File: config.mk
export PLATFORM = sky130hd
export DESIGN_NAME = stbg_ctrl
export DESIGN_NICKNAME = d
export VERILOG_FILES = /design/src/design/stbg_pkg.sv /design/src/design/stbg_ctrl.sv
export SDC_FILE = /design/constraint.sdc
export NUM_CORES = 1
export LEC_CHECK = 0
export ABC_AREA = 1
export BUFFER_PORTS_ARGS = -buffer_cell sky130_fd_sc_hd__buf_2
export CORE_AREA = 10 10 47 49
export CTS_CLUSTER_DIAMETER = 150
export DETAILED_ROUTE_END_ITERATION = 7
export DIE_AREA = 0 0 57 59
export GPL_TIMING_DRIVEN = 1
export MAX_ROUTING_LAYER = met4
export PLACE_DENSITY = 0.71
export REMOVE_ABC_BUFFERS = 1
export SYNTH_ARGS = -nofsm -noshare
export SYNTH_HDL_FRONTEND = slang
export SYNTH_SLANG_ARGS = --single-unit
File: constraint.sdc
create_clock -name clk_i -period 4.05 [get_ports clk_i]
set_clock_uncertainty 0.15 [all_clocks]
set_input_delay 0.2025 -clock clk_i [delete_from_list [all_inputs] [get_ports clk_i]]
set_output_delay 0.2025 -clock clk_i [all_outputs]
set_load 0.01 [all_outputs]
File: src/design/stbg_pkg.sv
// ----------------------------------------------------------------------------
// stbg_pkg
// Shared types, constants and codes for the sparse tap bloom glow block.
// ----------------------------------------------------------------------------
package stbg_pkg;

  // Frame store geometry.
  localparam int MaxWidth  = 256;
  localparam int MaxHeight = 256;
  localparam int XW        = $clog2(MaxWidth);
  localparam int YW        = $clog2(MaxHeight);
  localparam int AddrW     = XW + YW;
  localparam int Depth     = MaxWidth * MaxHeight;
  localparam int PixW      = 32;

  // Rec.709 luma weights in Q0.16.
  localparam logic [15:0] WeightR = 16'd13933;
  localparam logic [15:0] WeightG = 16'd46871;
  localparam logic [15:0] WeightB = 16'd4732;

  // Threshold scale: one Q0.8 step is 255 * 256 luma units.
  localparam logic [16:0] ThrScale = 17'd65280;

  // Final division by 255 * 255, done by reciprocal and one correction.
  localparam logic [16:0] DivK     = 17'd65025;
  localparam logic [16:0] RecipM   = 17'd66051;
  localparam logic [27:0] SatLimit = 28'd16646400;

  // Last tap index in the fetch sweep (index 0 is the center pixel).
  localparam logic [3:0] LastFetch  = 4'd8;
  localparam logic [3:0] LastFinish = 4'd6;

  typedef enum logic {
    CmdLoad    = 1'b0,
    CmdCompute = 1'b1
  } cmd_e;

  typedef enum logic [3:0] {
    RegWidth     = 4'd0,
    RegHeight    = 4'd1,
    RegThreshold = 4'd2,
    RegIntensity = 4'd3,
    RegRadius    = 4'd4,
    RegRed       = 4'd5,
    RegGreen     = 4'd6,
    RegBlue      = 4'd7
  } reg_e;

  typedef enum logic [1:0] {
    StIdle,
    StFetch,
    StFinish
  } state_e;

  // Commands from the controller to the datapath.
  typedef struct packed {
    logic       start;
    logic       load_we;
    logic       rd_en;
    logic [3:0] rd_idx;
    logic       out_load;
  } ctrl_cmd_t;

endpackage

File: src/design/stbg_ctrl.sv
// ----------------------------------------------------------------------------
// stbg_ctrl
// Sequencer: accepts words, sweeps the nine frame reads, then waits out the
// finishing pipeline and hands the result to the output register.
// ----------------------------------------------------------------------------
module stbg_ctrl
  import stbg_pkg::*;
(
  input  logic      clk_i,
  input  logic      rst_ni,
  input  logic      in_valid_i,
  output logic      in_stall_o,
  input  logic      command_i,
  output logic      out_valid_o,
  input  logic      out_stall_i,
  output ctrl_cmd_t cmd_o
);

  state_e     state_q, state_d;
  logic [3:0] cnt_q, cnt_d;
  logic       out_valid_q, out_valid_d;
  logic       accept;
  logic       out_free;

  assign in_stall_o = (state_q != StIdle);
  assign accept     = in_valid_i && !in_stall_o;
  assign out_free   = !out_valid_q || !out_stall_i;

  always_ff @(posedge clk_i or negedge rst_ni) begin
    if (!rst_ni) begin
      state_q     <= StIdle;
      cnt_q       <= '0;
      out_valid_q <= 1'b0;
    end else begin
      state_q     <= state_d;
      cnt_q       <= cnt_d;
      out_valid_q <= out_valid_d;
    end
  end

  // Next state and commands.
  always_comb begin
    state_d      = state_q;
    cnt_d        = cnt_q;
    cmd_o        = '0;
    cmd_o.rd_idx = cnt_q;
    case (state_q)
      StIdle: begin
        if (accept) begin
          if (command_i == CmdCompute) begin
            cmd_o.start = 1'b1;
            state_d     = StFetch;
            cnt_d       = '0;
          end else begin
            cmd_o.load_we = 1'b1;
          end
        end
      end
      StFetch: begin
        cmd_o.rd_en = 1'b1;
        if (cnt_q == LastFetch) begin
          state_d = StFinish;
          cnt_d   = '0;
        end else begin
          cnt_d = cnt_q + 4'd1;
        end
      end
      StFinish: begin
        if (cnt_q == LastFinish) begin
          if (out_free) begin
            cmd_o.out_load = 1'b1;
            state_d        = StIdle;
          end
        end else begin
          cnt_d = cnt_q + 4'd1;
        end
      end
      default: begin
        state_d = StIdle;
      end
    endcase
  end

  // Output valid flag.
  always_comb begin
    out_valid_d = out_valid_q;
    if (out_valid_q && !out_stall_i) begin
      out_valid_d = 1'b0;
    end
    if (cmd_o.out_load) begin
      out_valid_d = 1'b1;
    end
  end

  assign out_valid_o = out_valid_q;

endmodule

# --- Yosys cells after proc, flatten, opt, wreduce, memory -nomap -nowiden ---
# Cells that the tools add are included.
word_totals:
  elab_cells: 47
  register_bits: 7
  in_bits: 5
op_classes:
  n_eq_ne: 10
  add_sub_neg: 1
  mux: 21
  n_reduce_logical: 12
op_table:
  columns: ["op", "n"]
  rows:
  - ["$mux W4", 4]
  - ["$mux W2", 7]
  - ["$ne A2 B2 Y1 const B", 6]
  - ["$pmux W4 S3", 1]
  - ["$mux W1", 8]
  - ["$pmux W2 S3", 1]
  - ["$reduce_and A5 Y1", 1]
  - ["$add A4 B1 Y4 const B", 1]
  - ["$eq A4 B3 Y1 const B", 1]
  - ["$eq A4 B4 Y1 const B", 1]
  - ["$reduce_and A4 Y1", 1]
  - ["$reduce_bool A2 Y1", 2]
  - ["$logic_not A1 Y1", 3]
  - ["$reduce_bool A3 Y1", 1]
  - ["$eq A2 B1 Y1 const B", 1]
  - ["$eq A2 B2 Y1 const B", 1]
  - ["$logic_and A1 B1 Y1", 2]
  - ["$logic_not A2 Y1", 1]
  - ["$logic_or A1 B1 Y1", 1]

# --- Longest topological paths before layout ---
# Gate-level depths: netlist of the first run.
logic_depth:
  depth_word: 6
  mapped_depth: 8
  mapped_depth_nobuf: 8

# --- Worst setup path before layout of the first run ---
# No wires, ideal clock.
synth_timing:
  path_type: "register -> output"
  start: "register cnt_q[0]"
  end: "output cmd_o[0] in the netlist's numbering"
  path_stages_with_launch: 6
  path_buffers: 1
  t_arrival_ns: 1.084
  path_slack_ns: 2.614
  path_cell_list: "dfrtp_1 inv_1 ha_1 nand4_1 nor2_1 buf_4"
synth_lines:
  columns: ["element", "line_no", "source"]
  rows:
  - ["from (decl)", "stbg_ctrl.sv:20", "logic [3:0] cnt_q, cnt_d;"]
  - ["from (signal assigned)", "stbg_ctrl.sv:36", "cnt_q <= cnt_d;"]
  - ["to (decl)", "stbg_ctrl.sv:16", "output ctrl_cmd_t cmd_o"]

==> flow_metrics.tcl, run 1 <==
set metrics [dict create \
    async_flop_share 1.00 \
    synthCells 75 \
    grt.total_usage 0.0904 \
    layout.nets 105 \
    synth_top_area_share 0.283 \
    whs_ns 0.0436 \
    core_area_sq_um 1400 \
    yosysSeqAreaShare 0.283 \
    synth_edf_count 0 \
    drtPass1Iterations 4 \
    grt_pass1_wl_mm 2.28 \
    relSlewSlack 0.775 \
    fin_tns_setup_ns 0 \
    finalHoldViolCount 0 \
    status "finished clean" \
    worstSetupStartpointType "flip-flop" \
    synth_area_per_cell_sq_um 8.26 \
    worstSetupPathType "reg2out" \
    synthToLayoutAreaGrowth_pct 16.2 \
    grt_pass1_vias 506 \
    drive_above_1_share 0.374 \
    worstSetupEndpointType "output pin" \
    grt_antenna_before_repair 0 \
    first_iter_violations 2 \
    wl_per_cell_um 12.5 \
    ant_nets 0 \
    r2r_slack_ns 2.53 \
    drc_errors 0 \
    period_minus_slack_ns 1.79 \
    synth_ff_type "dfrtp_1" \
    synthTopCellsByArea "dfrtp_1 (28%), ha_1 (16%), nand2_1 (11%)" \
    io_pins 15 \
    via_per_inst 4.96 \
    dieHeight_um 59 \
    path_max_fanout 6 \
    ys_ff_latch 7 \
    cts_sinks 7 \
    yosysTopAreaCell "dfrtp_1" \
    die_x_um 57 \
    critPathArrivalTime_ns 1.43 \
    diodes 0 \
    cts_root_buffer "clkbuf_4" \
    rows 14 \
    tritoncts "yes" \
    clock_latency_ns 0.27 \
    die-area_sq_um 3360 \
    cts_buffer_depth 2 \
    hold_class "in2reg" \
    synth.distinct_cells 19 \
    syn_area_sq_um 619 \
    start_util 0.442 \
    hold_depth 3 \
    post_cts_buffers 0 \
    p_leak_nw 0.390 \
    utilization 0.513 \
    worst_slew_pin_slew_ns 0.338 \
    port-buffer-count 14 \
    dp_hpwl_mm 1.10 \
    rsz0062_at_grt "no" \
    p_per_area_nw_per_um2 563 \
    reg2regPathDepth 7 \
    period_share 0.441 \
    critPathRequiredTime_ns 3.70 \
    cts_buffers 3 \
    drv_cap 0 \
    ys_warn_count 0 \
    max-vdd-ir-drop_mv 0.292 \
    htreeDepth 1 \
    postPlaceCellArea_sq_um 683 \
    grt_overflow 0 \
    place_congestion 0.789 \
    cts_hold_buf 1 \
    via_count 531 \
    cts_resized 0 \
    finalSetupViolCount 0 \
    postRouteWirelength_mm 1.34 \
    fin_area_sq_um 719 \
    fill_cells 142 \
    slew_viol_final 0 \
    path_clk_slew_ns 0.05 \
    fmax_mhz 560 \
    grt_start_max_net_pins 10 \
]
[critical path, stage by stage (launching register included)]
cell,delay [ns]
dfrtp_1,0.43
inv_1,0.13
ha_1,0.22
nand4_1,0.14
nor2_1,0.11
buf_2,0.14
[flip-flops by register name, indices dropped and copies added (netlist names)]
signal	flops
cnt_q	4
out_valid_o	1
state_q	2
[routing by layer]
metal,track usage,share of wire,up-vias
li1,-,-,269
met3,0.0322,0.062,6
met5,-,0,-
met4,0.0604,0.028,0
met1,0.0920,0.41,242
met2,0.144,0.50,14
[cells in the mapped netlist, types with 2 or more instances]
library cell   n
nand2_1       18
ha_1           8
dfrtp_1        7
inv_1          7
nand4_1        6
inv_2          4
nand2_2        4
nand3_1        4
nor2_1         4
buf_4          2
nand2_4        2
nand3_2        2
[through the flow]
stage               std cells  power, mW  setup WS [ns]
CTS                       107      0.410           2.26
finish                    107      0.405           2.26
floorplan                  72      0.281           2.62
detailed placement        102      0.340           2.52
global route              107      0.443           2.12
global placement          102      0.334           2.54
[report_power, final]
group	internal, mW	switching, mW	total (mW)	leakage (nW)
Clock	0.0379	0.0301	0.0679	0.0150
Sequential	0.0847	0.0188	0.103	0.0944
Combinational	0.0875	0.146	0.234	0.280
Total	0.210	0.195	0.405	0.390
[final timing paths]
path	endpoint	start
hold reg to reg	out_valid_o	out_valid_o
min in group asynchronous	out_valid_o	rst_ni
hold / removal	out_valid_o	out_stall_i
setup / recovery	cmd_o[0]	cnt_q[0]
setup reg to reg	state_q[0]	cnt_q[0]
max in group asynchronous	cnt_q[1]	rst_ni
[layout by cell type (no fill, tap or decap)]
cell / Yosys / layout
nor2_1: 4 / 4
dlygate4sd3_1: 0 / 1
clkbuf_1: 0 / 1
o21ai_0: 1 / 1
dfrtp_1: 7 / 7
nor2_4: 1 / 1
nand4_1: 6 / 6
nand2_2: 4 / 4
nor2_8: 1 / 1
buf_2: 0 / 14
nand2_4: 2 / 2
nand2_1: 18 / 18
o21ai_2: 1 / 1
nor2_2: 1 / 1
nand3_1: 4 / 4
inv_1: 7 / 7
nand3_2: 2 / 2
ha_1: 8 / 8
clkbuf_4: 0 / 3
inv_2: 4 / 4
nand3_4: 1 / 1
[final cells by class]
type / count / area [sq um] / share of cell area
Clock buffer: 4 / 26.3 / 0.0365
Inverter: 11 / 41.3 / 0.0574
Multi-Input combinational cell: 54 / 377 / 0.523
Sequential cell: 7 / 175 / 0.243
Tap cell: 16 / 20.0 / 0.0278
Timing Repair Buffer: 15 / 80.1 / 0.111
[logic make-up (layout without fill, tap and decap cells)]
group	after synthesis	count (layout)	share of synthesized area
AO/OA/AOI/OAI	2	2	0.0222
buffers and inverters	14	30	0.109
AND/OR/NAND/NOR	44	44	0.424
adder cells (fa/ha/maj)	8	8	0.162
flip-flops	7	7	0.283
No activity file was read; power rests on OpenSTA's default activity.
==> run 2: changes to the inputs <==
- clock period: 4.05 -> 1.7 ns (I/O delays scaled with it)
==> flow_metrics.tcl, run 2 (synthesis results as in run 1) <==
set metrics [dict create \
    critPathArrivalTime_ns 1.36 \
    cts_root_buffer "clkbuf_4" \
    drtPass1Iterations 4 \
    core_area_sq_um 1400 \
    fmax_mhz 625 \
    via_count 532 \
    grt_overflow 0 \
    status "finished clean" \
    first_iter_violations 11 \
    wl_per_cell_um 11.7 \
    period_minus_slack_ns 1.60 \
    tritoncts "yes" \
    worst_slew_pin_slew_ns 0.344 \
    grt_start_max_net_pins 10 \
    io_pins 15 \
    die_x_um 57 \
    path_clk_slew_ns 0.05 \
    cts_buffer_depth 2 \
    finalSetupViolCount 0 \
    clock_latency_ns 0.25 \
    max-vdd-ir-drop_mv 0.687 \
    diodes 0 \
    grt.total_usage 0.0872 \
    critPathRequiredTime_ns 1.46 \
    cts_sinks 7 \
    startpoint "cnt_q[1]" \
    layout_commonest_cell "nand2_1" \
    die-area_sq_um 3360 \
    start_util 0.442 \
    slew_viol_final 0 \
    worstSetupEndpointType "output pin" \
    synthToLayoutAreaGrowth_pct 19.0 \
    postRouteWirelength_mm 1.28 \
    via_per_inst 4.88 \
    fin_tns_setup_ns 0 \
    worstSetupPathType "reg2out" \
    p_leak_nw 0.399 \
    r2r-start "state_q[0]" \
    port-buffer-count 14 \
    r2r_slack_ns 0.20 \
    ant_nets 0 \
    dp_hpwl_mm 1.10 \
    cp_slowest_cell "dfrtp_1" \
    r2r_end "cnt_q[2]" \
    power_mw 0.961 \
    period_share 0.941 \
    hold_class "in2async" \
    regMostFlops "cnt_q" \
    rows 14 \
    rsz0062_at_grt "no" \
    p_per_area_nw_per_um2 1300 \
    cts_buffers 3 \
    mostFrequentLayoutCells "nand2_1 (18), buf_2 (14), ha_1 (8)" \
    cp_cell_sequence "ha_1 > nand4_1 > nor2_1 > buf_2" \
    cts_resized 0 \
    largest_reg_flops 4 \
    reg2regPathDepth 8 \
    path_max_fanout 7 \
    cpPeakStageDelay_ns 0.47 \
    grt_pass1_wl_mm 2.34 \
    drv_cap 0 \
    finalHoldViolCount 0 \
    drive_above_1_share 0.376 \
    relSlewSlack 0.771 \
    fill_cells 146 \
    grt_antenna_before_repair 0 \
    layout.nets 107 \
    drc_errors 0 \
    dieHeight_um 59 \
    grt_pass1_vias 574 \
    place_congestion 0.792 \
    htreeDepth 1 \
    endpoint "cmd_o[0]" \
    worstSetupStartpointType "flip-flop" \
]
==> run 2: cell count changes in the layout (fill, tap and decap cells not counted), sizes merged <==
cell         delta
dlygate4sd3     +1
buf             +1
==> run 2: through the flow <==
step	setup WS [ns]	utilization	area, sq um	hold slack [ns]	cells
after CTS	0.0940	0.526	737	0.0445	109
after global routing	0.0128	0.526	737	0.0648	109
final	0.101	0.526	737	0.0494	109
after floorplan	0.275	-	593	-0.361	72
after global placement	0.210	0.493	691	-0.228	103
after detailed placement	0.200	0.493	691	-0.222	103
==> run 2: where the power goes <==
part / internal [mW] / switching, mW
sequential: 0.202 / 0.0398
combinational: 0.215 / 0.356
clock: 0.0893 / 0.0579
==> run 2: layer usage <==
layer | vias to the layer above | global-route usage | share of wire
li1 | 273 | - | -
met1 | 243 | 0.0920 | 0.43
met2 | 16 | 0.138 | 0.48
met3 | 0 | 0.0579 | 0.085
met4 | 0 | 0.0101 | 0
met5 | - | - | 0
==> run 2: cell type report <==
cell class / instances / area, sq um / area share
multi-input combinational: 54 / 377 / 0.511
sequential: 7 / 175 / 0.238
timing repair buffer: 17 / 97.6 / 0.132
inverter: 11 / 41.3 / 0.0560
clock buffer: 4 / 26.3 / 0.0357
tap: 16 / 20.0 / 0.0272
==> run 2: what timing repair did <==
item / in CTS / in global routing
setup buffers: 0 / 0
endpoints found under the hold margin: 8 / 0
hold buffers: 2 / 0
==> run 2: critical path: cells and delay by family, from the launching register on <==
kind	cells	cell delay, ns
DFF	1	0.47
and+or+nand+nor	2	0.25
adders and majority gates	1	0.26
buffers and inverters	1	0.14
==> run 2: worst min path at each step <==
stage / from / endpoint / slack (ns) / depth (start not counted)
after floorplan: rst_ni / cnt_q[0] / -0.36 / 0
after global placement: rst_ni / state_q[0] / -0.23 / 1
final: rst_ni / state_q[0] / 0.05 / 2
after detailed placement: rst_ni / state_q[1] / -0.22 / 1
after CTS: rst_ni / state_q[1] / 0.04 / 2
after global routing: rst_ni / state_q[1] / 0.06 / 2
==> run 3: changes to the inputs <==
- ABC_AREA: 1 -> not set
- PLACE_DENSITY: 0.71 -> not set
==> flow_metrics.tcl, run 3 <==
set metrics [dict create \
    status "complete, but fails checks" \
    violations "setup timing" \
    multiInputGateArea_sq_um 364 \
    grt_overflow 0 \
    synth_ff_type "dfrtp_1" \
    power_mw 0.909 \
    cp_cell_sequence "inv_2 > ha_2 > and4b_1 > or3_4 > nand2b_4 > o31ai_2" \
    path_max_fanout 5 \
    grt_pass1_vias 587 \
    cpPeakStageDelay_ns 0.42 \
    worstSetupPathType "reg2reg" \
    dp_hpwl_mm 1.10 \
    path_clk_slew_ns 0.05 \
    cts_buffer_depth 2 \
    grt_pass1_wl_mm 2.42 \
    mostFrequentLayoutCells "buf_4 (18), buf_2 (14), nand2_1 (8)" \
    layout.nets 111 \
    finalHoldViolCount 0 \
    synth_area_per_cell_sq_um 8.62 \
    critPathArrivalTime_ns 1.77 \
    synth_top_area_share 0.328 \
    yosysSeqAreaShare 0.328 \
    die-area_sq_um 3360 \
    max-vdd-ir-drop_mv 0.591 \
    period_share 1.03 \
    hold_class "in2async" \
    cts_sinks 7 \
    r2r-start "state_q[0]" \
    clock_latency_ns 0.26 \
    postPlaceCellArea_sq_um 724 \
    fin_area_sq_um 841 \
    fmax_mhz 574 \
    drc_errors 0 \
    grt_antenna_before_repair 0 \
    via_count 539 \
    postRouteWirelength_mm 1.40 \
    period_minus_slack_ns 1.74 \
    r2r_slack_ns -0.04 \
    relSlewSlack 0.853 \
    io_pins 15 \
    drtPass1Iterations 4 \
    diodes 0 \
    start_util 0.381 \
    utilization 0.600 \
    synthCells 62 \
    ys_warn_count 0 \
    layout_commonest_cell "buf_4" \
    register_area_sq_um 175 \
    async_flop_share 1.00 \
    dieHeight_um 59 \
    ant_nets 0 \
    synth_edf_count 0 \
    port-buffer-count 14 \
    htreeDepth 1 \
    startpoint "state_q[0]" \
    critPathRequiredTime_ns 1.72 \
    rsz0062_at_grt "yes" \
    yosysTopAreaCell "dfrtp_1" \
    synth.distinct_cells 24 \
    largest_reg_flops 4 \
    tritoncts "yes" \
    p_per_area_nw_per_um2 1080 \
    worstSetupEndpointType "flip-flop" \
    synthToLayoutAreaGrowth_pct 57.4 \
    via_per_inst 4.77 \
    first_iter_violations 2 \
    grt.total_usage 0.0905 \
    cts_root_buffer "clkbuf_4" \
    ys_ff_latch 7 \
    syn_area_sq_um 534 \
    critPathTopFamily "simple AND/OR/NAND/NOR gates" \
    worstSetupStartpointType "flip-flop" \
    wl_per_cell_um 12.3 \
    finalSetupViolCount 4 \
    drive_above_1_share 0.526 \
    synthTopCellsByArea "dfrtp_1 (33%), ha_1 (19%), inv_1 (5.6%)" \
    die_x_um 57 \
    regMostFlops "cnt_q" \
    ys_top_cells_by_count "ha_1 (8), inv_1 (8), nand2_1 (8), dfrtp_1 (7), a21oi_1 (5)" \
    core_area_sq_um 1400 \
    place_congestion 0.781 \
    slew_viol_final 0 \
    cp_num_buf_inv 1 \
    cts_buffers 3 \
    worst_slew_pin_slew_ns 0.221 \
    grt_start_max_net_pins 9 \
    rows 14 \
    timing.final.ws_setup_ns -0.0435 \
    fill_cells 137 \
    drv_cap 0 \
    whs_ns 0.0393 \
    cp_slowest_cell "or3_4" \
    p_leak_nw 0.440 \
]
-- run 3: cell count changes after synthesis, moves of 4 or more --
| cell | delta |
|---|---|
| a21oi_1 | +5 |
| inv_2 | -4 |
| nand2_1 | -10 |
| nand2_2 | -4 |
| nand4_1 | -6 |
-- run 3: layout make-up --
type | count | area share
clock buffers | 4 | 0.0313
repair buffers | 34 | 0.268
flip-flops and latches | 7 | 0.208
inverters | 8 | 0.0357
multi-input cells | 44 | 0.433
well taps | 16 | 0.0238
-- run 3: final timing paths --
path                                to  cells past startpoint
max                           cnt_q[3]                      6
min                           cnt_q[3]                      2
min in group clk_i            cmd_o[6]                      3
max reg2reg                   cnt_q[3]                      6
min reg2reg                out_valid_o                      2
max in group asynchronous   state_q[1]                      2
-- run 3: report_power, final --
| part | total (mW) | switching [mW] | leakage [nW] | internal (mW) |
|---|---|---|---|---|
| sequential | 0.210 | 0.0190 | 0.0952 | 0.191 |
| clock | 0.156 | 0.0663 | 0.0150 | 0.0899 |
| combinational | 0.542 | 0.263 | 0.330 | 0.280 |
-- run 3: metrics by stage --
stage          setup WS, ns  instances  setup TNS (ns)
2_1_floorplan        -0.211         59          -0.529
3_3_place_gp         -0.140        105          -0.465
3_5_place_dp         -0.167        105          -0.567
4_1_cts             -0.0636        113          -0.130
5_1_grt              -0.119        113          -0.521
6_report            -0.0435        113         -0.0895
-- run 3: logic make-up (layout without fill, tap and decap cells) --
family,after synthesis,in the layout,share of synthesized area
adder cells (fa/ha/maj),8,8,0.187
flip-flops,7,7,0.328
AO/OA/AOI/OAI,16,16,0.180
buffers and inverters,11,46,0.0937
AND/OR/NAND/NOR,20,20,0.211
-- run 3: timing repair --
item,in CTS,in global routing
setup buffers,2,0
gates cloned,0,0
endpoints found under the hold margin,8,0
pin swaps,3,2
endpoints found under the setup margin,5,7
hold buffers,2,0
resized for setup,10,9
-- run 3: metal layers --
layer	track usage	part of all wire	vias up	routed length, um
li1	-	-	281	-
met1	0.0925	0.46	243	635
met2	0.146	0.47	13	651
met3	0.0408	0.059	2	82
met4	0.0436	0.019	0	27
met5	-	0	-	0
